==> src/hw/rtl/fbc_pkg.sv <==
package fbc_pkg;

  // plane storage
  localparam int PLANES  = 6;
  localparam int PLANE_W = (PLANES > 1) ? $clog2(PLANES) : 1;
  localparam int COEFF_W = 32;

  // input tdata packing, lowest bit first
  localparam int IDX_W       = 3;
  localparam int IDX_LSB     = 0;
  localparam int COEFF_A_LSB = IDX_LSB + IDX_W;
  localparam int COEFF_B_LSB = COEFF_A_LSB + COEFF_W;
  localparam int COEFF_C_LSB = COEFF_B_LSB + COEFF_W;
  localparam int COEFF_D_LSB = COEFF_C_LSB + COEFF_W;
  localparam int CORNER_X_LSB = COEFF_D_LSB + COEFF_W;
  localparam int CORNER_Y_LSB = CORNER_X_LSB + COEFF_W;
  localparam int CORNER_Z_LSB = CORNER_Y_LSB + COEFF_W;
  localparam int IN_BITS     = CORNER_Z_LSB + COEFF_W;
  localparam int IN_TDATA_W  = ((IN_BITS + 7) / 8) * 8;
  localparam int OUT_TDATA_W = 8;

  // multiply-accumulate widths: four full products need two guard bits
  localparam int PROD_W = 2 * COEFF_W;
  localparam int ACC_W  = PROD_W + 2;

  // the offset term is d * 1.0 in Q16.16
  localparam logic signed [COEFF_W-1:0] D_SCALE = 32'sh0001_0000;

  // command codes carried on tuser
  localparam logic CMD_LOAD   = 1'b0;
  localparam logic CMD_CORNER = 1'b1;

  typedef struct packed {
    logic signed [COEFF_W-1:0] d;
    logic signed [COEFF_W-1:0] c;
    logic signed [COEFF_W-1:0] b;
    logic signed [COEFF_W-1:0] a;
  } plane_row_t;

  // one multiply term issued to the shared unit
  typedef struct packed {
    logic               valid;
    logic               first;
    logic               last;
    logic [PLANE_W-1:0] plane;
  } mac_req_t;

  // plane distance sign coming back from the shared unit
  typedef struct packed {
    logic               done;
    logic [PLANE_W-1:0] plane;
    logic               negative;
  } mac_rsp_t;

endpackage

==> src/hw/rtl/fbc_plane_ram.sv <==
module fbc_plane_ram (
  input  logic                                clk_i,
  input  logic                                wr_en_i,
  input  logic [fbc_pkg::PLANE_W-1:0]         wr_addr_i,
  input  fbc_pkg::plane_row_t                 wr_data_i,
  input  logic                                rd_en_i,
  input  logic [fbc_pkg::PLANE_W-1:0]         rd_addr_i,
  output fbc_pkg::plane_row_t                 rd_data_o
);
  import fbc_pkg::*;

  plane_row_t mem [PLANES];
  plane_row_t rd_data_q;

  // one row per plane, written by load requests
  always_ff @(posedge clk_i) begin
    if (wr_en_i) begin
      mem[wr_addr_i] <= wr_data_i;
    end
  end

  // registered read port
  always_ff @(posedge clk_i) begin
    if (rd_en_i) begin
      rd_data_q <= mem[rd_addr_i];
    end
  end

  assign rd_data_o = rd_data_q;

endmodule

==> src/hw/rtl/fbc_mac.sv <==
module fbc_mac (
  input  logic                                clk_i,
  input  logic                                rst_ni,
  input  fbc_pkg::mac_req_t                   req_i,
  input  logic signed [fbc_pkg::COEFF_W-1:0]  op_a_i,
  input  logic signed [fbc_pkg::COEFF_W-1:0]  op_b_i,
  output fbc_pkg::mac_rsp_t                   rsp_o
);
  import fbc_pkg::*;

  logic                     vld_q;
  logic                     first_q;
  logic                     last_q;
  logic [PLANE_W-1:0]       plane_q;
  logic signed [PROD_W-1:0] prod_q;
  logic signed [ACC_W-1:0]  acc_q;
  logic signed [ACC_W-1:0]  acc_d;
  logic                     rsp_done_q;
  logic [PLANE_W-1:0]       rsp_plane_q;
  logic                     rsp_neg_q;

  // product stage control
  always_ff @(posedge clk_i or negedge rst_ni) begin
    if (!rst_ni) begin
      vld_q <= 1'b0;
    end else begin
      vld_q <= req_i.valid;
    end
  end

  // product stage payload
  always_ff @(posedge clk_i) begin
    first_q <= req_i.first;
    last_q  <= req_i.last;
    plane_q <= req_i.plane;
    prod_q  <= op_a_i * op_b_i;
  end

  // accumulate, restarting on the first term of a plane
  always_comb begin
    if (first_q) begin
      acc_d = ACC_W'(prod_q);
    end else begin
      acc_d = acc_q + ACC_W'(prod_q);
    end
  end

  always_ff @(posedge clk_i) begin
    if (vld_q) begin
      acc_q <= acc_d;
    end
  end

  // report the sign once the fourth term is in
  always_ff @(posedge clk_i or negedge rst_ni) begin
    if (!rst_ni) begin
      rsp_done_q <= 1'b0;
    end else begin
      rsp_done_q <= vld_q && last_q;
    end
  end

  always_ff @(posedge clk_i) begin
    rsp_plane_q <= plane_q;
    rsp_neg_q   <= acc_d[ACC_W-1];
  end

  assign rsp_o = '{done: rsp_done_q, plane: rsp_plane_q, negative: rsp_neg_q};

endmodule

==> src/hw/rtl/frustum_box_cull_core.sv <==
// frustum_box_cull_core: box versus view-frustum culling
//
// input stream (s_axis): tuser selects the request kind. a load request
// writes one plane's a, b, c, d coefficients; a plane index beyond the
// table is dropped. a corner request computes that corner's signed
// distance to every plane and sets the plane's inside or outside flag;
// tlast marks the box's final corner.
// output stream (m_axis): one request per final corner, tdata bit 0 is
// visible (0 when some plane has every corner outside).
//
// timing: a corner runs one multiply term per cycle through a single shared
// 32x32 multiplier, four terms per plane, so tready stays low while the
// corner goes through fetch, run and drain, and for a final corner through
// emit as well, where the result is posted once the output register is
// free. a load request leaves tready high.
// a waiting result sits in the output register while new requests are
// taken; if it is still waiting when the next box finishes, tready stays
// low until the receiver takes it.
// reset clears the flags and the output; planes must be loaded before use.
module frustum_box_cull_core (
  input  logic                               clk_i,
  input  logic                               rst_ni,
  input  logic                               s_axis_tvalid,
  output logic                               s_axis_tready,
  // plane_index[2:0], coeff_a, coeff_b, coeff_c, coeff_d,
  // corner_x, corner_y, corner_z (32 bits each), zero fill
  input  logic [fbc_pkg::IN_TDATA_W-1:0]     s_axis_tdata,
  // command
  input  logic                               s_axis_tuser,
  // last_corner
  input  logic                               s_axis_tlast,
  output logic                               m_axis_tvalid,
  input  logic                               m_axis_tready,
  // visible, zero fill
  output logic [fbc_pkg::OUT_TDATA_W-1:0]    m_axis_tdata
);
  import fbc_pkg::*;

  typedef enum logic [2:0] {
    ST_IDLE,
    ST_FETCH,
    ST_RUN,
    ST_DRAIN,
    ST_EMIT
  } state_e;

  typedef enum logic [1:0] {
    TERM_A,
    TERM_B,
    TERM_C,
    TERM_D
  } term_e;

  state_e             state_q, state_d;
  term_e              term_q, term_d;
  logic [PLANE_W-1:0] plane_q, plane_d;
  logic [PLANES-1:0]  inside_q, inside_d;
  logic [PLANES-1:0]  outside_q, outside_d;
  logic               m_valid_q, m_valid_d;
  logic               vis_q, vis_d;

  logic signed [COEFF_W-1:0] corner_x_q, corner_y_q, corner_z_q;
  logic                      last_q;

  logic [IDX_W-1:0]   in_idx;
  logic               s_accept;
  logic               last_plane;
  logic               out_free;
  logic               wr_en;
  logic               rd_en;
  logic [PLANE_W-1:0] rd_addr;
  plane_row_t         wr_row;
  plane_row_t         row;
  mac_req_t           mac_req;
  mac_rsp_t           mac_rsp;
  logic signed [COEFF_W-1:0] op_a, op_b;
  logic [PLANES-1:0]  hit;

  assign s_axis_tready = (state_q == ST_IDLE);
  assign s_accept      = s_axis_tvalid && s_axis_tready;
  assign in_idx        = s_axis_tdata[IDX_LSB +: IDX_W];
  assign last_plane    = (plane_q == PLANE_W'(PLANES - 1));
  assign out_free      = !m_valid_q || m_axis_tready;

  // plane load path
  assign wr_row.a = s_axis_tdata[COEFF_A_LSB +: COEFF_W];
  assign wr_row.b = s_axis_tdata[COEFF_B_LSB +: COEFF_W];
  assign wr_row.c = s_axis_tdata[COEFF_C_LSB +: COEFF_W];
  assign wr_row.d = s_axis_tdata[COEFF_D_LSB +: COEFF_W];
  assign wr_en    = s_accept && (s_axis_tuser == CMD_LOAD) && (int'(in_idx) < PLANES);

  // prefetch the next plane's row during the last term of the current one
  assign rd_en   = (state_q == ST_FETCH) ||
                   ((state_q == ST_RUN) && (term_q == TERM_D) && !last_plane);
  assign rd_addr = (state_q == ST_FETCH) ? '0 : plane_q + PLANE_W'(1);

  fbc_plane_ram u_ram (
    .clk_i     (clk_i),
    .wr_en_i   (wr_en),
    .wr_addr_i (PLANE_W'(in_idx)),
    .wr_data_i (wr_row),
    .rd_en_i   (rd_en),
    .rd_addr_i (rd_addr),
    .rd_data_o (row)
  );

  // corner capture
  always_ff @(posedge clk_i) begin
    if (s_accept && (s_axis_tuser == CMD_CORNER)) begin
      corner_x_q <= s_axis_tdata[CORNER_X_LSB +: COEFF_W];
      corner_y_q <= s_axis_tdata[CORNER_Y_LSB +: COEFF_W];
      corner_z_q <= s_axis_tdata[CORNER_Z_LSB +: COEFF_W];
      last_q     <= s_axis_tlast;
    end
  end

  // operand select for the shared multiplier
  always_comb begin
    unique case (term_q)
      TERM_A: begin
        op_a = row.a;
        op_b = corner_x_q;
      end
      TERM_B: begin
        op_a = row.b;
        op_b = corner_y_q;
      end
      TERM_C: begin
        op_a = row.c;
        op_b = corner_z_q;
      end
      TERM_D: begin
        op_a = row.d;
        op_b = D_SCALE;
      end
      default: begin
        op_a = row.a;
        op_b = corner_x_q;
      end
    endcase
  end

  assign mac_req.valid = (state_q == ST_RUN);
  assign mac_req.first = (term_q == TERM_A);
  assign mac_req.last  = (term_q == TERM_D);
  assign mac_req.plane = plane_q;

  fbc_mac u_mac (
    .clk_i  (clk_i),
    .rst_ni (rst_ni),
    .req_i  (mac_req),
    .op_a_i (op_a),
    .op_b_i (op_b),
    .rsp_o  (mac_rsp)
  );

  // one-hot of the plane whose distance just came back
  always_comb begin
    for (int i = 0; i < PLANES; i++) begin
      hit[i] = mac_rsp.done && (mac_rsp.plane == PLANE_W'(i));
    end
  end

  // sequencer
  always_comb begin
    state_d   = state_q;
    term_d    = term_q;
    plane_d   = plane_q;
    m_valid_d = m_valid_q;
    vis_d     = vis_q;
    inside_d  = inside_q;
    outside_d = outside_q;

    if (m_valid_q && m_axis_tready) begin
      m_valid_d = 1'b0;
    end

    if (mac_rsp.negative) begin
      outside_d = outside_q | hit;
    end else begin
      inside_d = inside_q | hit;
    end

    unique case (state_q)
      ST_IDLE: begin
        if (s_accept && (s_axis_tuser == CMD_CORNER)) begin
          state_d = ST_FETCH;
        end
      end
      ST_FETCH: begin
        state_d = ST_RUN;
        term_d  = TERM_A;
        plane_d = '0;
      end
      ST_RUN: begin
        term_d = term_e'(term_q + 2'd1);
        if (term_q == TERM_D) begin
          if (last_plane) begin
            state_d = ST_DRAIN;
          end else begin
            plane_d = plane_q + PLANE_W'(1);
          end
        end
      end
      ST_DRAIN: begin
        if (mac_rsp.done && (mac_rsp.plane == PLANE_W'(PLANES - 1))) begin
          state_d = last_q ? ST_EMIT : ST_IDLE;
        end
      end
      ST_EMIT: begin
        if (out_free) begin
          m_valid_d = 1'b1;
          vis_d     = ((outside_q & ~inside_q) == '0);
          inside_d  = '0;
          outside_d = '0;
          state_d   = ST_IDLE;
        end
      end
      default: begin
        state_d = ST_IDLE;
      end
    endcase
  end

  always_ff @(posedge clk_i or negedge rst_ni) begin
    if (!rst_ni) begin
      state_q   <= ST_IDLE;
      term_q    <= TERM_A;
      plane_q   <= '0;
      inside_q  <= '0;
      outside_q <= '0;
      m_valid_q <= 1'b0;
      vis_q     <= 1'b0;
    end else begin
      state_q   <= state_d;
      term_q    <= term_d;
      plane_q   <= plane_d;
      inside_q  <= inside_d;
      outside_q <= outside_d;
      m_valid_q <= m_valid_d;
      vis_q     <= vis_d;
    end
  end

  assign m_axis_tvalid = m_valid_q;
  assign m_axis_tdata  = {{(OUT_TDATA_W - 1){1'b0}}, vis_q};

`ifndef SYNTHESIS
  // distances only come back while a corner is in flight
  a_rsp_in_corner: assert property (@(posedge clk_i) disable iff (!rst_ni)
    mac_rsp.done |-> (state_q == ST_RUN) || (state_q == ST_DRAIN))
    else $error("plane distance returned outside a corner");

  // a new result is only raised by the emit step
  a_valid_from_emit: assert property (@(posedge clk_i) disable iff (!rst_ni)
    $rose(m_axis_tvalid) |-> $past(state_q == ST_EMIT))
    else $error("result raised outside emit");

  // flags are clear for the next box once a result is posted
  a_flags_cleared: assert property (@(posedge clk_i) disable iff (!rst_ni)
    ((state_q == ST_EMIT) && out_free) |=> (inside_q == '0) && (outside_q == '0))
    else $error("plane flags not cleared after result");

  // no request is taken while the multiplier is busy
  a_busy_not_ready: assert property (@(posedge clk_i) disable iff (!rst_ni)
    mac_req.valid |-> !s_axis_tready)
    else $error("input ready while corner in progress");
`endif

endmodule
==> config.mk <==
export PLATFORM = sky130hd
export DESIGN_NAME = frustum_box_cull_core
export DESIGN_NICKNAME = d
export VERILOG_FILES = /design/src/hw/rtl/fbc_pkg.sv /design/src/hw/rtl/fbc_plane_ram.sv /design/src/hw/rtl/fbc_mac.sv /design/src/hw/rtl/frustum_box_cull_core.sv
export SDC_FILE = /design/constraint.sdc
export NUM_CORES = 2
export LEC_CHECK = 0
export BUFFER_PORTS_ARGS = -buffer_cell sky130_fd_sc_hd__buf_4
export CAP_MARGIN = 20
export CORE_MARGIN = 2
export CORE_UTILIZATION = 57
export DETAILED_ROUTE_END_ITERATION = 12
export PLACE_DENSITY = 0.76
export SYNTH_ARGS = -nofsm -noshare
export SYNTH_HDL_FRONTEND = slang
export SYNTH_SLANG_ARGS = --single-unit
==> constraint.sdc <==
create_clock -name clk_i -period 10.72 [get_ports clk_i]
set_input_delay 0.536 -clock clk_i [delete_from_list [all_inputs] [get_ports clk_i]]
set_output_delay 0.536 -clock clk_i [all_outputs]
set_load 0.01 [all_outputs]
==> impl_results.rst <==
.. list-table::
   :header-rows: 1

   * - Metric
     - Value
   * - Cell taking the most area after synthesis
     - sky130_fd_sc_hd__edfxtp_1
   * - P&R area growth vs syn
     - 12.79%
   * - Average wire per standard cell
     - 24.82 um
   * - Pins over their slew limit
     - 0
   * - Clk pin slew, worst setup/hold paths
     - 60 ps
   * - Number of levels in the clock H-tree
     - 3
   * - Initial antenna violation count
     - 22
   * - Post-layout instance area
     - 92500 um^2
   * - Number of buffer and inverter stages on the critical path
     - 7
   * - Via density per instance
     - 6.030
   * - CTS Root Cell
     - sky130_fd_sc_hd__clkbuf_16
   * - Met3 layer usage reported by global route
     - 8.244%
   * - Core utilization of the finished layout
     - 64.62%
   * - Commonest cells after routing, fill and taps aside
     - sky130_fd_sc_hd__fa_1 (1083), sky130_fd_sc_hd__edfxtp_1 (1059), sky130_fd_sc_hd__nand2_1 (1007)
   * - Avg Synthesized Cell Area
     - 11.28 um^2
   * - R2R depth
     - 32
   * - Total via count in the routed design
     - 58166
   * - Cell with the largest stage delay on the worst path
     - sky130_fd_sc_hd__mux2i_2
   * - Routing usage on met1
     - 41.65%
   * - Unrepaired setup endpoints after global routing
     - no
   * - Critical path depth
     - 32
   * - Fill cell count
     - 10340
   * - DIE WIDTH
     - 383.3 um
   * - Worst setup skew after layout
     - 67.43 ps
   * - Data arrival at the endpoint of the critical path
     - 10910 ps
   * - Kind of critical path
     - flop to flop
   * - Hold path cells
     - 3
   * - Achievable frequency
     - 0.09697 GHz
   * - Overall Global Routing Usage
     - 32.92%
   * - Total negative slack
     - 0 ps
   * - Port bufs
     - 235
   * - Count of placed standard cells including taps
     - 9203
   * - Number of rows created at floorplan
     - 139
   * - Share of async-settable or async-resettable flops after synthesis
     - 2.076%
   * - Number of placed I/O pins
     - 248
   * - Most used routing layer in global routing
     - met2
   * - Register-to-register setup slack
     - 410 ps
   * - Standard cell core area
     - 143100 um^2
   * - Type of the worst min-delay path
     - input port to flop
   * - Count of maximum capacitance violations
     - 0
   * - Result of the run
     - finished, final reports clean
   * - Largest buffer count on any clock path
     - 3
   * - Congestion Overflow GR
     - 0
   * - Most common cell after layout, fill and taps aside
     - sky130_fd_sc_hd__fa_1
   * - CP most frequent cell
     - sky130_fd_sc_hd__fa_1
   * - Max-slew headroom at the worst pin
     - 19.74%
   * - Crit path time final
     - 10310 ps
   * - Transition at the pin with the smallest max-transition slack
     - 1204 ps
   * - Share of cells above drive strength 1
     - 8.951%
   * - Data required time at the worst endpoint
     - 11320 ps
   * - Cell Area, Synth
     - 82010 um^2
   * - Dpl cell area
     - 86330 um^2
   * - Share of the clock period used by the worst path after layout
     - 96.20%
   * - First-pass GRT wire length
     - 361.8 mm
   * - Y dimension of the die
     - 383.3 um
   * - Count of flip-flops with a built-in enable after synthesis
     - 1059
   * - Endpoint type of the worst setup path
     - flop
   * - Number of buffers inserted during clock tree synthesis
     - 111
   * - Antenna-violating nets left
     - 0
   * - Delay of the slowest cell on the worst path
     - 590 ps
   * - Most frequently used flop master after synthesis
     - sky130_fd_sc_hd__edfxtp_1
   * - Post-route insts no fill
     - 9646
   * - Distinct cell type count after synthesis
     - 86
   * - Pin count of the biggest net entering global routing
     - 199
   * - Leading cell types by total area after synthesis
     - sky130_fd_sc_hd__edfxtp_1 (39%), sky130_fd_sc_hd__fa_1 (26%), sky130_fd_sc_hd__nand2_1 (4.6%)
   * - Hold violation count in the final report
     - 0
   * - Gate family responsible for the most delay along the worst path
     - adder cells
   * - Final Wtd Congestion
     - 1.018
   * - TritonCTS clock tree
     - yes
   * - Starting utilization of the core area
     - 57.29%
   * - Number of clock sinks
     - 1156
   * - First drt pass iteration count
     - 7
   * - Iteration-0 DRC count of the detailed router
     - 5907
   * - Via count of the first global-routing pass
     - 60180
   * - Overall die area
     - 146900 um^2
   * - Met2 Usage GRT
     - 51.79%
   * - Worst skew pair latency
     - 770 ps
   * - Nature of the critical path startpoint
     - flop
   * - DP Wirelength
     - 166.4 mm
   * - Area fraction of the dominant cell type after synthesis
     - 38.78%
   * - Maximum fanout along the worst path
     - 31
   * - Share of synthesized area occupied by flip-flops and latches
     - 41.29%
   * - Setup-violating endpoint count in the final report
     - 0
   * - DR DRC count
     - 0
   * - Cell count after synthesis
     - 7269
   * - Yosys synthesis warning count
     - 0
   * - Layout net count
     - 9218
   * - Detailed Route WL
     - 239.4 mm
   * - Total of flip-flops plus latches after synthesis
     - 1156
-- path summary, 6_finish.rpt --
check,from,endpoint
max,term_q[0]$_DFFE_PN0P_,u_mac.prod_q[52]$_DFF_P_
min,m_axis_tready,m_axis_tvalid$_DFF_PN0_
max reg2reg,term_q[0]$_DFFE_PN0P_,u_mac.prod_q[52]$_DFF_P_
min reg2reg,u_mac.plane_q[2]$_DFF_P_,u_mac.rsp_plane_q[2]$_DFF_P_
max in group asynchronous,rst_ni,u_mac.vld_q$_DFF_PN0_
min in group asynchronous,rst_ni,state_q[2]$_DFFE_PN0P_
-- cell families (layout without fill, tap and decap cells) --
logic type	count (synthesis)	count (layout)	share of synthesized area, %
mux	194	194	2.423
buf+inv	1363	1819	6.338
fa+ha+maj	1338	1338	30.33
flops	1156	1156	41.29
compound gates	953	953	7.348
xor+xnor	125	125	1.335
simple gates	2139	2139	10.93
other cells	1	19	0.004573
-- final cells by class --
| cell class | count | area (um^2) | share of cell area [%] |
|---|---|---|---|
| Clock inverter | 69 | 875.8 | 0.9469 |
| Tap cell | 1903 | 2381 | 2.574 |
| Antenna cell | 12 | 30.03 | 0.03246 |
| Sequential cell | 1156 | 33870 | 36.62 |
| Inverter | 987 | 3711 | 4.012 |
| Multi-Input combinational cell | 4756 | 43250 | 46.75 |
| Timing Repair Buffer | 630 | 5428 | 5.868 |
| Clock buffer | 133 | 2954 | 3.194 |
-- per-layer routing --
layer | up-vias | share of wire, % | wire length [um]
li1 | 24688 | - | -
met1 | 29095 | 35 | 84280
met2 | 3587 | 46 | 111000
met3 | 770 | 12 | 27900
met4 | 26 | 6.7 | 16050
met5 | - | 0.067 | 160
-- worst reg2reg max path, delay by kind of cell (launching register included) --
| kind | cells | cell delay, ps |
|---|---|---|
| compound gates | 9 | 2030 |
| fa+ha+maj | 10 | 4660 |
| buf+inv | 7 | 1120 |
| flops | 1 | 460 |
| mux | 1 | 590 |
| simple gates | 5 | 1300 |
-- stage by stage --
stage               setup slack (ps)  hold WS (ps)
global route                   8.302         103.6
detailed placement             683.0         316.5
global placement               788.6         312.0
finish                         407.9         111.1
CTS                            604.9         62.32
floorplan                      69.71         240.4
-- sequential cells by signal, summed over array words and instances, names as in the netlist, 2 cells and up --
name,flops
corner_x_q,32
corner_y_q,32
corner_z_q,32
inside_q,6
outside_q,6
plane_q,3
state_q,3
term_q,2
u_mac.acc_q,66
u_mac.plane_q,3
u_mac.prod_q,64
u_mac.rsp_plane_q,3
u_ram.mem,768
u_ram.rd_data_o,128
-- what timing repair did --
action,4_1_cts,5_1_grt
endpoints found under the hold margin,889,0
setup buffers,0,2
endpoints found under the setup margin,0,1
hold buffers,226,0
resized for setup,0,1
-- cells in the mapped netlist (7+ instances only) --
cell,number
sky130_fd_sc_hd__a31oi_1,11
sky130_fd_sc_hd__a21oi_1,141
sky130_fd_sc_hd__xor2_1,46
sky130_fd_sc_hd__xnor2_1,79
sky130_fd_sc_hd__o22ai_1,75
sky130_fd_sc_hd__o21ai_0,319
sky130_fd_sc_hd__nor2_1,621
sky130_fd_sc_hd__o21a_1,45
sky130_fd_sc_hd__o21bai_1,19
sky130_fd_sc_hd__a221o_1,8
sky130_fd_sc_hd__mux2_2,36
sky130_fd_sc_hd__o31ai_1,14
sky130_fd_sc_hd__nand3_1,212
sky130_fd_sc_hd__o2111ai_1,65
sky130_fd_sc_hd__and2_1,10
sky130_fd_sc_hd__inv_1,985
sky130_fd_sc_hd__and3_1,12
sky130_fd_sc_hd__ha_1,255
sky130_fd_sc_hd__edfxtp_1,1059
sky130_fd_sc_hd__o21ai_1,45
sky130_fd_sc_hd__a21o_1,85
sky130_fd_sc_hd__dfxtp_1,73
sky130_fd_sc_hd__nor2b_1,84
sky130_fd_sc_hd__buf_4,10
sky130_fd_sc_hd__nor3_1,92
sky130_fd_sc_hd__nand4_1,32
sky130_fd_sc_hd__nand2_1,1009
sky130_fd_sc_hd__nand2b_1,32
sky130_fd_sc_hd__fa_1,1083
sky130_fd_sc_hd__dfrtp_1,24
sky130_fd_sc_hd__clkbuf_1,317
sky130_fd_sc_hd__o211ai_1,7
sky130_fd_sc_hd__buf_1,39
sky130_fd_sc_hd__a22oi_1,55
sky130_fd_sc_hd__mux2i_1,158
Power is left out: the tool's default activity adds up to more than one toggle a clock period on the data nets, which glitch-free logic cannot reach.
